File: config.mk
export PLATFORM = sky130hd
export DESIGN_NAME = line_position_estimator
export DESIGN_NICKNAME = d
export VERILOG_FILES = /design/src/hw/rtl/lpe_pkg.sv /design/src/hw/rtl/line_position_estimator.sv
export VERILOG_INCLUDE_DIRS = /design/src /design/src/hw/rtl
export SDC_FILE = /design/constraint.sdc
export NUM_CORES = 1
export LEC_CHECK = 0
export BUFFER_PORTS_ARGS = -buffer_cell sky130_fd_sc_hd__clkbuf_2
export CAP_MARGIN = 40
export CORE_MARGIN = 2
export CORE_UTILIZATION = 45
export DETAILED_ROUTE_END_ITERATION = 8
export GPL_TIMING_DRIVEN = 0
export PLACE_DENSITY = 0.71
export REMOVE_ABC_BUFFERS = 1
export SLEW_MARGIN = 25
export SYNTH_ARGS = -nofsm -noshare
export SYNTH_HDL_FRONTEND = slang
export SYNTH_SLANG_ARGS = --single-unit
File: constraint.sdc
create_clock -name clock -period 8.84 [get_ports clock]
set_clock_uncertainty 0.05 [all_clocks]
set_input_delay 0 -clock clock [delete_from_list [all_inputs] [get_ports clock]]
set_output_delay 0 -clock clock [all_outputs]
set_load 0.02 [all_outputs]
File: src/hw/rtl/line_position_estimator_assert.svh
// ---------------------------------------------------------------------------
// Line position estimator assertion macros
// Property wrappers for the estimator, empty in synthesis.
// ---------------------------------------------------------------------------
`ifndef LINE_POSITION_ESTIMATOR_ASSERT_SVH
`define LINE_POSITION_ESTIMATOR_ASSERT_SVH

`ifndef SYNTHESIS

// same-cycle implication
`define LPE_ASSERT_IMP(label, clk, rst, ante, cons) \
   label: assert property (@(posedge clk) disable iff (rst) (ante) |-> (cons)) \
      else $error("line position estimator: property failed");

// next-cycle implication
`define LPE_ASSERT_NXT(label, clk, rst, ante, cons) \
   label: assert property (@(posedge clk) disable iff (rst) (ante) |=> (cons)) \
      else $error("line position estimator: property failed");

`else

`define LPE_ASSERT_IMP(label, clk, rst, ante, cons)
`define LPE_ASSERT_NXT(label, clk, rst, ante, cons)

`endif

`endif

File: src/hw/rtl/lpe_pkg.sv
// ---------------------------------------------------------------------------
// Line position estimator package
// Widths, register indexes, reset values and sequencer states.
// ---------------------------------------------------------------------------
`default_nettype none

package lpe_pkg;

   localparam int SAMPLE_BITS_DEF = 12;
   localparam int FRAC_BITS_DEF   = 14;

   localparam int REG_W     = 12;    // calibration registers and divisor
   localparam int LVL_W     = 10;    // intersection level
   localparam int MAP_BITS  = 10;    // mapped sample 0..1000
   localparam int SCALE_MAX = 1000;
   localparam int ERR_W     = 16;
   localparam int FLAG_W    = 3;
   localparam int CSR_IDX_W = 3;

   localparam logic [CSR_IDX_W-1:0] CSR_WHITE     = 3'd0;
   localparam logic [CSR_IDX_W-1:0] CSR_BLACK     = 3'd1;
   localparam logic [CSR_IDX_W-1:0] CSR_START     = 3'd2;
   localparam logic [CSR_IDX_W-1:0] CSR_INTERSECT = 3'd3;
   localparam logic [CSR_IDX_W-1:0] CSR_MIN_TOTAL = 3'd4;

   localparam logic [REG_W-1:0] WHITE_RST     = 12'd200;
   localparam logic [REG_W-1:0] BLACK_RST     = 12'd3000;
   localparam logic [REG_W-1:0] START_RST     = 12'd500;
   localparam logic [LVL_W-1:0] INTERSECT_RST = 10'd600;
   localparam logic [REG_W-1:0] MIN_TOTAL_RST = 12'd100;

   typedef enum logic [2:0] {
      S_IDLE,
      S_MAP,
      S_DIV,
      S_DECIDE,
      S_DONE
   } state_type;

endpackage

`default_nettype wire

File: src/hw/rtl/line_position_estimator.sv
// Flow: a new request is taken only in the idle state, once the last result
//    has gone into the response register; one shared restoring divider
//    (one quotient bit a cycle) does the three mappings and the centroid.
// Reset: synchronous, active high; registers return to calibration defaults
//    and the stored error to zero.
// ---------------------------------------------------------------------------
// Line position estimator
// Maps three reflectance samples to 0..1000 and forms the weighted centroid
// of the line, with intersection, lost-line and start-mark detection.
// ---------------------------------------------------------------------------
`default_nettype none
`include "line_position_estimator_assert.svh"

module line_position_estimator
   import lpe_pkg::*;
#(
   parameter int SAMPLE_BITS = SAMPLE_BITS_DEF,
   parameter int FRAC_BITS   = FRAC_BITS_DEF,
   parameter int REQ_W       = ((3 * SAMPLE_BITS + 7) / 8) * 8
) (
   input  wire logic                 clock,
   input  wire logic                 reset,
   // request: left_raw, center_raw, right_raw
   input  wire logic                 req_tvalid,
   output logic                      req_tready,
   input  wire logic [REQ_W-1:0]     req_tdata,
   // response: line_error
   output logic                      rsp_tvalid,
   input  wire logic                 rsp_tready,
   output logic [ERR_W-1:0]          rsp_tdata,
   // response flags: line_seen, at_intersection, start_mark
   output logic [FLAG_W-1:0]         rsp_tuser,
   input  wire logic                 csr_we,
   input  wire logic [CSR_IDX_W-1:0] csr_index,
   input  wire logic [REG_W-1:0]     csr_wdata
);

   localparam int VW     = (SAMPLE_BITS > REG_W) ? SAMPLE_BITS : REG_W;
   localparam int QW     = (FRAC_BITS + 1 > MAP_BITS) ? FRAC_BITS + 1 : MAP_BITS;
   localparam int CNT_W  = $clog2(QW + 1);
   localparam int NUM_W  = REG_W + MAP_BITS;
   localparam int ONE_I  = 1 << FRAC_BITS;
   localparam int TEN_I  = ONE_I / 10;
   localparam int POS_I  = (ONE_I > 32767) ? 32767 : ONE_I;
   localparam logic signed [ERR_W-1:0] ERR_POS  = ERR_W'(POS_I);
   localparam logic signed [ERR_W-1:0] ERR_NEG  = ERR_W'(-ONE_I);
   localparam logic signed [ERR_W-1:0] TENTH_P  = ERR_W'(TEN_I);
   localparam logic signed [ERR_W-1:0] TENTH_N  = ERR_W'(-TEN_I);
   localparam logic [1:0]              LAST_IDX = 2'd2;

   state_type                 state_ff, state_in;

   logic [REG_W-1:0]          white_ff, black_ff, start_thr_ff, min_total_ff;
   logic [LVL_W-1:0]          inter_lvl_ff;

   logic [SAMPLE_BITS-1:0]    raw_ff [3];
   logic [SAMPLE_BITS-1:0]    raw_in [3];
   logic                      start_ff, start_in;
   logic [1:0]                idx_ff, idx_in;
   logic [MAP_BITS-1:0]       map_ff [3];
   logic [MAP_BITS-1:0]       map_in [3];

   logic [REG_W-1:0]          rem_ff, rem_in;
   logic [QW-1:0]             quo_ff, quo_in;
   logic [REG_W-1:0]          dvs_ff, dvs_in;
   logic [CNT_W-1:0]          cnt_ff, cnt_in;
   logic                      cent_ff, cent_in;
   logic                      neg_ff, neg_in;

   logic signed [ERR_W-1:0]   err_ff, err_in;
   logic                      seen_ff, seen_in;
   logic                      inter_ff, inter_in;
   logic signed [ERR_W-1:0]   last_good_ff, last_good_in;

   logic                      rsp_valid_ff, rsp_valid_in;
   logic [ERR_W-1:0]          rsp_err_ff, rsp_err_in;
   logic [FLAG_W-1:0]         rsp_flags_ff, rsp_flags_in;

   // combinational helpers
   logic                      req_accept;
   logic [SAMPLE_BITS-1:0]    fld_l, fld_c, fld_r;
   logic [VW-1:0]             thr_ext, v_ext, white_ext, black_ext, clamp_v;
   logic [REG_W-1:0]          map_off, den;
   logic [NUM_W-1:0]          map_num;
   logic                      window_empty;
   logic [REG_W:0]            part;
   logic                      ge;
   logic [REG_W:0]            part_diff;
   logic [REG_W-1:0]          rem_step;
   logic [QW-1:0]             quo_step;
   logic [REG_W-1:0]          sum;
   logic                      diff_neg;
   logic [MAP_BITS-1:0]       diff_mag;
   logic [FRAC_BITS:0]        cent_low;
   logic [ERR_W:0]            mag_ext, sval;

   assign fld_l = req_tdata[SAMPLE_BITS-1:0];
   assign fld_c = req_tdata[2*SAMPLE_BITS-1:SAMPLE_BITS];
   assign fld_r = req_tdata[3*SAMPLE_BITS-1:2*SAMPLE_BITS];

   assign req_tready = (state_ff == S_IDLE);
   assign req_accept = req_tvalid && req_tready;

   assign rsp_tvalid = rsp_valid_ff;
   assign rsp_tdata  = rsp_err_ff;
   assign rsp_tuser  = rsp_flags_ff;

   // mapping front end
   assign thr_ext      = VW'(start_thr_ff);
   assign white_ext    = VW'(white_ff);
   assign black_ext    = VW'(black_ff);
   assign v_ext        = VW'(raw_ff[idx_ff]);
   assign window_empty = (black_ff <= white_ff);
   assign den          = black_ff - white_ff;

   always_comb begin
      if (v_ext < white_ext) begin
         clamp_v = white_ext;
      end else if (v_ext > black_ext) begin
         clamp_v = black_ext;
      end else begin
         clamp_v = v_ext;
      end
   end

   assign map_off = REG_W'(clamp_v - white_ext);
   assign map_num = NUM_W'(map_off) * NUM_W'(SCALE_MAX);

   // shared divider step
   assign part      = {rem_ff, quo_ff[QW-1]};
   assign ge        = (part >= {1'b0, dvs_ff});
   assign part_diff = part - {1'b0, dvs_ff};
   assign rem_step  = ge ? part_diff[REG_W-1:0] : part[REG_W-1:0];
   assign quo_step  = {quo_ff[QW-2:0], ge};

   // centroid set-up
   assign sum      = REG_W'(map_ff[0]) + REG_W'(map_ff[1]) + REG_W'(map_ff[2]);
   assign diff_neg = (map_ff[2] < map_ff[0]);
   assign diff_mag = diff_neg ? (map_ff[0] - map_ff[2]) : (map_ff[2] - map_ff[0]);
   assign cent_low = {diff_mag[0], {FRAC_BITS{1'b0}}};

   assign mag_ext = (ERR_W + 1)'(quo_step[FRAC_BITS:0]);
   assign sval    = neg_ff ? ((ERR_W + 1)'(0) - mag_ext) : mag_ext;

   always_ff @(posedge clock) begin
      if (reset) begin
         state_ff     <= S_IDLE;
         white_ff     <= WHITE_RST;
         black_ff     <= BLACK_RST;
         start_thr_ff <= START_RST;
         inter_lvl_ff <= INTERSECT_RST;
         min_total_ff <= MIN_TOTAL_RST;
         last_good_ff <= '0;
         rsp_valid_ff <= 1'b0;
      end else begin
         state_ff     <= state_in;
         last_good_ff <= last_good_in;
         rsp_valid_ff <= rsp_valid_in;
         if (csr_we) begin
            unique case (csr_index)
               CSR_WHITE:     white_ff     <= csr_wdata;
               CSR_BLACK:     black_ff     <= csr_wdata;
               CSR_START:     start_thr_ff <= csr_wdata;
               CSR_INTERSECT: inter_lvl_ff <= csr_wdata[LVL_W-1:0];
               CSR_MIN_TOTAL: min_total_ff <= csr_wdata;
               default:       ;
            endcase
         end
      end
   end

   always_ff @(posedge clock) begin
      raw_ff       <= raw_in;
      start_ff     <= start_in;
      idx_ff       <= idx_in;
      map_ff       <= map_in;
      rem_ff       <= rem_in;
      quo_ff       <= quo_in;
      dvs_ff       <= dvs_in;
      cnt_ff       <= cnt_in;
      cent_ff      <= cent_in;
      neg_ff       <= neg_in;
      err_ff       <= err_in;
      seen_ff      <= seen_in;
      inter_ff     <= inter_in;
      rsp_err_ff   <= rsp_err_in;
      rsp_flags_ff <= rsp_flags_in;
   end

   always_comb begin
      state_in     = state_ff;
      raw_in       = raw_ff;
      start_in     = start_ff;
      idx_in       = idx_ff;
      map_in       = map_ff;
      rem_in       = rem_ff;
      quo_in       = quo_ff;
      dvs_in       = dvs_ff;
      cnt_in       = cnt_ff;
      cent_in      = cent_ff;
      neg_in       = neg_ff;
      err_in       = err_ff;
      seen_in      = seen_ff;
      inter_in     = inter_ff;
      last_good_in = last_good_ff;
      rsp_err_in   = rsp_err_ff;
      rsp_flags_in = rsp_flags_ff;
      rsp_valid_in = rsp_valid_ff && !rsp_tready;

      unique case (state_ff)
         S_IDLE: begin
            if (req_accept) begin
               raw_in[0] = fld_l;
               raw_in[1] = fld_c;
               raw_in[2] = fld_r;
               start_in  = (VW'(fld_l) > thr_ext) || (VW'(fld_c) > thr_ext) ||
                           (VW'(fld_r) > thr_ext);
               idx_in    = '0;
               cent_in   = 1'b0;
               state_in  = S_MAP;
            end
         end

         S_MAP: begin
            if (window_empty) begin
               map_in[idx_ff] = '0;
               idx_in         = idx_ff + 2'd1;
               state_in       = (idx_ff == LAST_IDX) ? S_DECIDE : S_MAP;
            end else begin
               // quotient fits in MAP_BITS, so the top of the dividend is preloaded
               rem_in   = map_num[NUM_W-1:MAP_BITS];
               quo_in   = QW'(map_num[MAP_BITS-1:0]) << (QW - MAP_BITS);
               dvs_in   = den;
               cnt_in   = CNT_W'(MAP_BITS);
               state_in = S_DIV;
            end
         end

         S_DIV: begin
            rem_in = rem_step;
            quo_in = quo_step;
            cnt_in = cnt_ff - CNT_W'(1);
            if (cnt_ff == CNT_W'(1)) begin
               if (cent_ff) begin
                  if (!neg_ff && (mag_ext > (ERR_W + 1)'(32767))) begin
                     err_in = ERR_W'(32767);
                  end else begin
                     err_in = sval[ERR_W-1:0];
                  end
                  seen_in  = 1'b1;
                  inter_in = 1'b0;
                  state_in = S_DONE;
               end else begin
                  map_in[idx_ff] = quo_step[MAP_BITS-1:0];
                  idx_in         = idx_ff + 2'd1;
                  state_in       = (idx_ff == LAST_IDX) ? S_DECIDE : S_MAP;
               end
            end
         end

         S_DECIDE: begin
            if ((map_ff[0] > inter_lvl_ff) && (map_ff[2] > inter_lvl_ff)) begin
               err_in   = '0;
               seen_in  = 1'b1;
               inter_in = 1'b1;
               state_in = S_DONE;
            end else if (sum > min_total_ff) begin
               rem_in   = REG_W'(diff_mag[MAP_BITS-1:1]);
               quo_in   = QW'(cent_low) << (QW - FRAC_BITS - 1);
               dvs_in   = sum;
               cnt_in   = CNT_W'(FRAC_BITS + 1);
               neg_in   = diff_neg;
               cent_in  = 1'b1;
               state_in = S_DIV;
            end else begin
               // line lost: steer from the sign of the last good error, zero within +/- one tenth
               if (last_good_ff > TENTH_P) begin
                  err_in = ERR_POS;
               end else if (last_good_ff < TENTH_N) begin
                  err_in = ERR_NEG;
               end else begin
                  err_in = '0;
               end
               seen_in  = 1'b0;
               inter_in = 1'b0;
               state_in = S_DONE;
            end
         end

         S_DONE: begin
            if (!rsp_valid_ff || rsp_tready) begin
               rsp_valid_in = 1'b1;
               rsp_err_in   = err_ff;
               rsp_flags_in = {start_ff, inter_ff, seen_ff};
               if (cent_ff) begin
                  last_good_in = err_ff;
               end
               state_in = S_IDLE;
            end
         end

         default: begin
            state_in = S_IDLE;
         end
      endcase
   end

   `LPE_ASSERT_NXT(a_busy_after_request, clock, reset,
      req_tvalid && req_tready, !req_tready)
   `LPE_ASSERT_IMP(a_div_rem_bound, clock, reset, state_ff == S_DIV, rem_ff < dvs_ff)
   `LPE_ASSERT_IMP(a_map_range, clock, reset,
      (state_ff == S_DIV) && !cent_ff && (cnt_ff == CNT_W'(1)),
      quo_step[MAP_BITS-1:0] <= MAP_BITS'(SCALE_MAX))
   `LPE_ASSERT_IMP(a_inter_implies_seen, clock, reset, rsp_tvalid && rsp_tuser[1], rsp_tuser[0])
   `LPE_ASSERT_NXT(a_hold_when_stalled, clock, reset,
      (state_ff == S_DONE) && rsp_tvalid && !rsp_tready, state_ff == S_DONE)

endmodule

`default_nettype wire
======== Word level (Yosys, flattened, before mapping) ========
Cells that the tools add are included.
storage, ports and cells
  input port bits ......................... 60
  word-level logic and storage cells ...... 180
  register bits ........................... 229
  output and inout port bits .............. 21
cells by class
  bitwise gates (word level) .............. 4
  mux-type cells .......................... 67
  add/sub/neg operators ................... 10
  reductions and logical operators ........ 35
  multiply operators ...................... 1
  equal/unequal tests ..................... 20
  magnitude comparators ................... 16
operators with widths
  operator                 number
  $mux W12                 11
  $mux W16                 8
  $mux W30                 3
  $gt A12 B12 Y1           5
  $pmux W30 S2             1
  $mux W15                 3
  $pmux W15 S3             1
  $pmux W12 S3             1
  $sub A12 B12 Y12         3
  $pmux W16 S2             1
  $and A30 B30 Y30         1
  $bwmux W30               1
  $not A30 Y30             1
  $bmux W12 S2             1
  $pmux W12 S2             1
  $demux W10 S2            1
  $gt A10 B10 Y1           2
  $mux W10                 2
  $reduce_and A4 Y1        5
  $sub A10 B10 Y10         2
  $mul A12 B7 Y19 const B  1
  $mux W3                  6
  $gt A16 B12 Y1 const B   1
  $lt A16 B12 Y1 const B   1
  38 further kinds         90

======== Logic depth before layout (Yosys ltp) ========
  depth after elaboration ................. 11
  mapped depth ............................ 38
  gate-level depth less buffers ........... 37

======== Worst setup path before layout ========
Ideal clock, no wire load.
  kind .................................... register to register
  start point ............................. reg idx_ff[0]
  end point ............................... reg rem_ff[11], data pin
  data required time ...................... 8523 ps
  setup time .............................. 267 ps
  period minus slack after synthesis ...... 8370 ps
  arrival time ............................ 8053 ps
  path buffers ............................ 3
  stages on the path, launching flop included .. 36
  path slack .............................. 470 ps
  cells stage by stage .................... edfxtp_1 buf_2 buf_1 mux2i_1 o21ai_0 ha_1 a211oi_1 o21a_1 o21ai_0 a221o_1 clkbuf_1 o21ai_0 ha_1 inv_1 fa_1 a21o_1 a21oi_2 o21ai_1 or4_1 nand2_1 xnor2_1 inv_1 fa_1 fa_1 inv_1 fa_1 ha_1 ha_1 o21a_1 o21ai_0 a21oi_1 nor2_1 o21a_1 o21a_1 nor3_1 o31ai_2
between the ends
  cells in the longest elaborated chain, start to end .. 11
  elaborated cells on any way between the ends .. 12
  classes of those cells .................. add/sub (1); mul (1); order compare (2); mux (7); bitwise (1)
ends and longest elaborated chain
  what                                             line                            source
  from (decl)                                      line_position_estimator.sv:59   logic [1:0] idx_ff, idx_in;
  from (signal assigned)                           line_position_estimator.sv:175  idx_ff <= idx_in;
  $not A2 Y3 (implied by the code) (*)             line_position_estimator.sv:112  assign v_ext = VW'(raw_ff[idx_ff]);
  $bmux W12 S2 (*)                                 line_position_estimator.sv:112
  $mux W12 (implied by the code) (*) (2 in a row)  line_position_estimator.sv:112
  $gt A12 B12 Y1                                   line_position_estimator.sv:119  end else if (v_ext > black_ext) begin
  $mux W12                                         line_position_estimator.sv:119
  $mux W12 (*)                                     line_position_estimator.sv:117  if (v_ext < white_ext) begin
  $sub A12 B12 Y12 (*)                             line_position_estimator.sv:126  assign map_off = REG_W'(clamp_v - white_ext);
  $mul A12 B7 Y19 (*)                              line_position_estimator.sv:127  assign map_num = NUM_W'(map_off) * NUM_W'(SCALE_MAX);
  $mux W12 (*)                                     line_position_estimator.sv:225  if (window_empty) begin
  $pmux W12 S3 (*)                                 line_position_estimator.sv:210  unique case (state_ff)
  named net rem_in[11]                             line_position_estimator.sv:63   logic [REG_W-1:0] rem_ff, rem_in;
  to (signal assigned)                             line_position_estimator.sv:177  rem_ff <= rem_in;
  to (decl)                                        line_position_estimator.sv:63
The timed path passes the listed nets; every way through them passes the cells marked *. The select of a mux whose other input is x is not followed.
A chain may end at the register's enable or synchronous reset.

======== Final worst setup path ========
  start point ............................. reg idx_ff[0]
  end point ............................... reg rem_ff[10], data pin
Same word-level chain as after synthesis.

==> summary.md <==
| Metric | Value |
|---|---|
| Pin count of the biggest net entering global routing | 62 |
| Total global routing overflow | 0 |
| R2r setup slk | 0.36 ns |
| Commonest cells post-synth | 257 x nand2_1, 203 x ha_1, 182 x inv_1, 151 x edfxtp_1, 142 x a21oi_1 |
| Core box area | 35700 sq um |
| Worst Hold Depth | 4 |
| CP most frequent cell | ha_1 |
| GRT Total Usage | 22.0% |
| Max Slew Vio Count | 0 |
| Critical Path RT | 9.08 ns |
| Layout cells sized above 1 | 10.8% |
| Number of global-route vias before repair | 13100 |
| Critical path class | register to register |
| Pre-Repair DR Iteration Count | 5 |
| Post-Syn Instances | 1767 |
| # DRC | 0 |
| Die ar. | 38100 sq um |
| Status | completed |
| Avg WL per Cell | 17.6 um |
| Yosys top cell by area | edfxtp_1 |
| Routed WL | 41900 um |
| # clock sinks | 229 |
| Placement Rows | 69 |
| Hold Crit Class | input pin to register |
| Hold Crit Start | csr_we |
| R2R Path End | rem_ff[10] |
| Initial Util | 46.0% |
| Synth top area cells | edfxtp_1 28%, ha_1 15%, dfxtp_1 9.5% |
| Fin crit period | 8.48 ns |
| Clock root buffer | clkbuf_16 |
| Placer's final routability congestion estimate | 0.861 |
| Clk_lat worst skew | 0.54 ns |
| Top_reg_cell synth | edfxtp_1 |
| R2R depth | 32 |
| Mean post-synth cell area | 9.30 sq um |
| Antenna violations before repair | 0 |
| Yosys reg bits | 229 |
| H-Tree Depth | 1 |
| Slew @ Worst Pin | 0.907 ns |
| Synth top area share | 27.6% |
| Critical Path Fanout Max | 24 |
| Synth Cell Area | 16400 sq um |
| Setup-failing EPs final | 0 |
| Die X | 195 um |
| # diodes | 0 |
| Relative slew slack | 39.0% |
| Initial detailed-routing violation count | 1112 |
| Clk pin slew, worst setup/hold paths | 0.06 ns |
| Fmax | 0.118 GHz |
| Final period util | 95.9% |
| Netlist cell types | 68 |
| Hold Violations, Final | 0 |
| Placed Instances | 2258 |
| Hold Path Sink | min_total_ff[9] |
| # IOs | 81 |
| Area delta synth->final | 17.3% |
| Post-synthesis sequential area ratio | 37.1% |
| Crit path max-delay family | compound AO/OA/AOI/OAI gates |
| Routed vias/inst | 5.55 |
| First-pass GRT wire length | 67600 um |
| Finished Layout Cells | 2385 |
| EDFF count, synth | 151 |
| CP Capture Type | register |
| Max-Cap Viols | 0 |
| Final #Nets | 2212 |
| Startpoint Class | register |
| Post-DP HPWL | 31900 um |
| Via count | 13200 |
| Buffers added on ports | 76 |
| Buffer depth of the longest clock path | 3 |
| Top-count cell post-synth | nand2_1 |
| Critical path's slowest cell | a221o_4 |
| Worst reg2reg startpoint | idx_ff[0] |
| WP data arrival | 8.72 ns |
| CP bufs+invs | 5 |
| Height of the die | 195 um |
| Yosys Warn Count | 0 |
| Final antenna-violating net count | 0 |
| Cts bufs inserted | 27 |
| CTS tree | done |
| Critical path's largest stage delay | 0.52 ns |
| FFs w/ async S/R, synth | 0% |
[area by class of cell]
class	count	area, sq um
Timing Repair Buffer	168	1330
Clock buffer	41	906
Tap cell	461	577
Fill cell	3151	16500
Clock inverter	8	72.6
Sequential cell	229	6100
Multi-Input combinational cell	1294	9600
Inverter	184	691
[worst min-delay path: cells and delay by family]
kind            cells  cell delay [ns]
buf+inv             1             0.10
compound gates      1             0.05
simple gates        2             0.44
[timing repair]
item | CTS | global route
resized for setup | 7 | 29
hold buffers | 55 | 0
hold endpoints to repair | 114 | 0
setup endpoints to repair | 9 | 7
setup buffers | 4 | 14
cloned | 0 | 1
pin swaps | 0 | 5
[per-layer routing]
layer  vias up  global-route usage, %  wire length (um)
li1       6472                      -                 -
met5         -                      0                 0
met4         0                   6.96              1410
met3        90                   2.68              2430
met2       435                   37.3             19800
met1      6244                   29.3             18300
[logic make-up (layout without fill, tap and decap cells)]
kind of cell	Yosys count	in the layout	synth area share [%]
AND/OR/NAND/NOR	516	517	14.1
adder cells (fa/ha/maj)	248	248	20.9
multiplexers	34	34	2.11
AO/OA/AOI/OAI	417	417	15.9
flip-flops	229	229	37.1
buffers and inverters	245	401	5.63
XOR/XNOR	78	78	4.27
[through the flow]
| stage | setup WS, ns | instance area (sq um) | hold slack [ns] | util (%) | TNS, ns |
|---|---|---|---|---|---|
| final | 0.361 | 19300 | 0.0521 | 53.9 | 0 |
| after global routing | -0.000225 | 19300 | 0.0559 | 53.9 | -0.000225 |
| after CTS | 0.00832 | 19000 | 0.0176 | 53.2 | 0 |
| after detailed placement | -1.02 | 17400 | 0.151 | 48.8 | -5.90 |
| after global placement | -1.66 | 17200 | 0.148 | 48.0 | -12.94 |
| after floorplan | -0.118 | 16200 | 0.0191 | - | -0.175 |
[worst max-delay path by stage]
| stage | from | end | slack, ns | depth (start not counted) |
|---|---|---|---|---|
| CTS | idx_ff[0] | rem_ff[11] | 0.008 | 37 |
| global route | idx_ff[0] | rem_ff[11] | -0.0002 | 35 |
| global placement | idx_ff[1] | rem_ff[11] | -1.66 | 36 |
| detailed placement | idx_ff[1] | rem_ff[11] | -1.02 | 34 |
| floorplan | idx_ff[0] | rem_ff[11] | -0.12 | 35 |
| finish | idx_ff[0] | rem_ff[10] | 0.36 | 32 |
[state kept, by name, indices dropped and copies added, names as in the netlist, 2 cells and up]
signal / count
black_ext: 12
last_good_ff: 16
white_ext: 12
cnt_ff: 4
min_total_ff: 12
rsp_tdata: 16
quo_ff: 15
inter_lvl_ff: 10
rem_ff: 12
rsp_tuser: 3
raw_ff: 36
state_ff: 3
start_thr_ff: 12
err_ff: 16
idx_ff: 2
dvs_ff: 12
map_ff: 30
[placed cells by master (no fill, tap or decap), drive strengths merged, types with 13 or more instances in the layout]
cell | synthesis | layout
a211oi | 15 | 15
a21o | 35 | 35
a21oi | 143 | 143
a31oi | 13 | 13
buf | 6 | 37
clkbuf | 55 | 117
dfxtp | 78 | 78
dlygate4sd3 | 0 | 55
edfxtp | 151 | 151
fa | 45 | 45
ha | 203 | 203
inv | 183 | 185
mux2i | 29 | 29
nand2 | 257 | 257
nand2b | 16 | 16
nand3 | 21 | 21
nand3b | 16 | 16
nand4 | 27 | 27
nor2 | 107 | 108
nor2b | 20 | 20
nor3 | 16 | 16
o21a | 20 | 20
o21ai | 96 | 96
o31ai | 31 | 31
xnor2 | 47 | 47
xor2 | 31 | 31
Power is not shown: default switching activity piles up to over one toggle a cycle in this logic, so the estimate is an artifact.
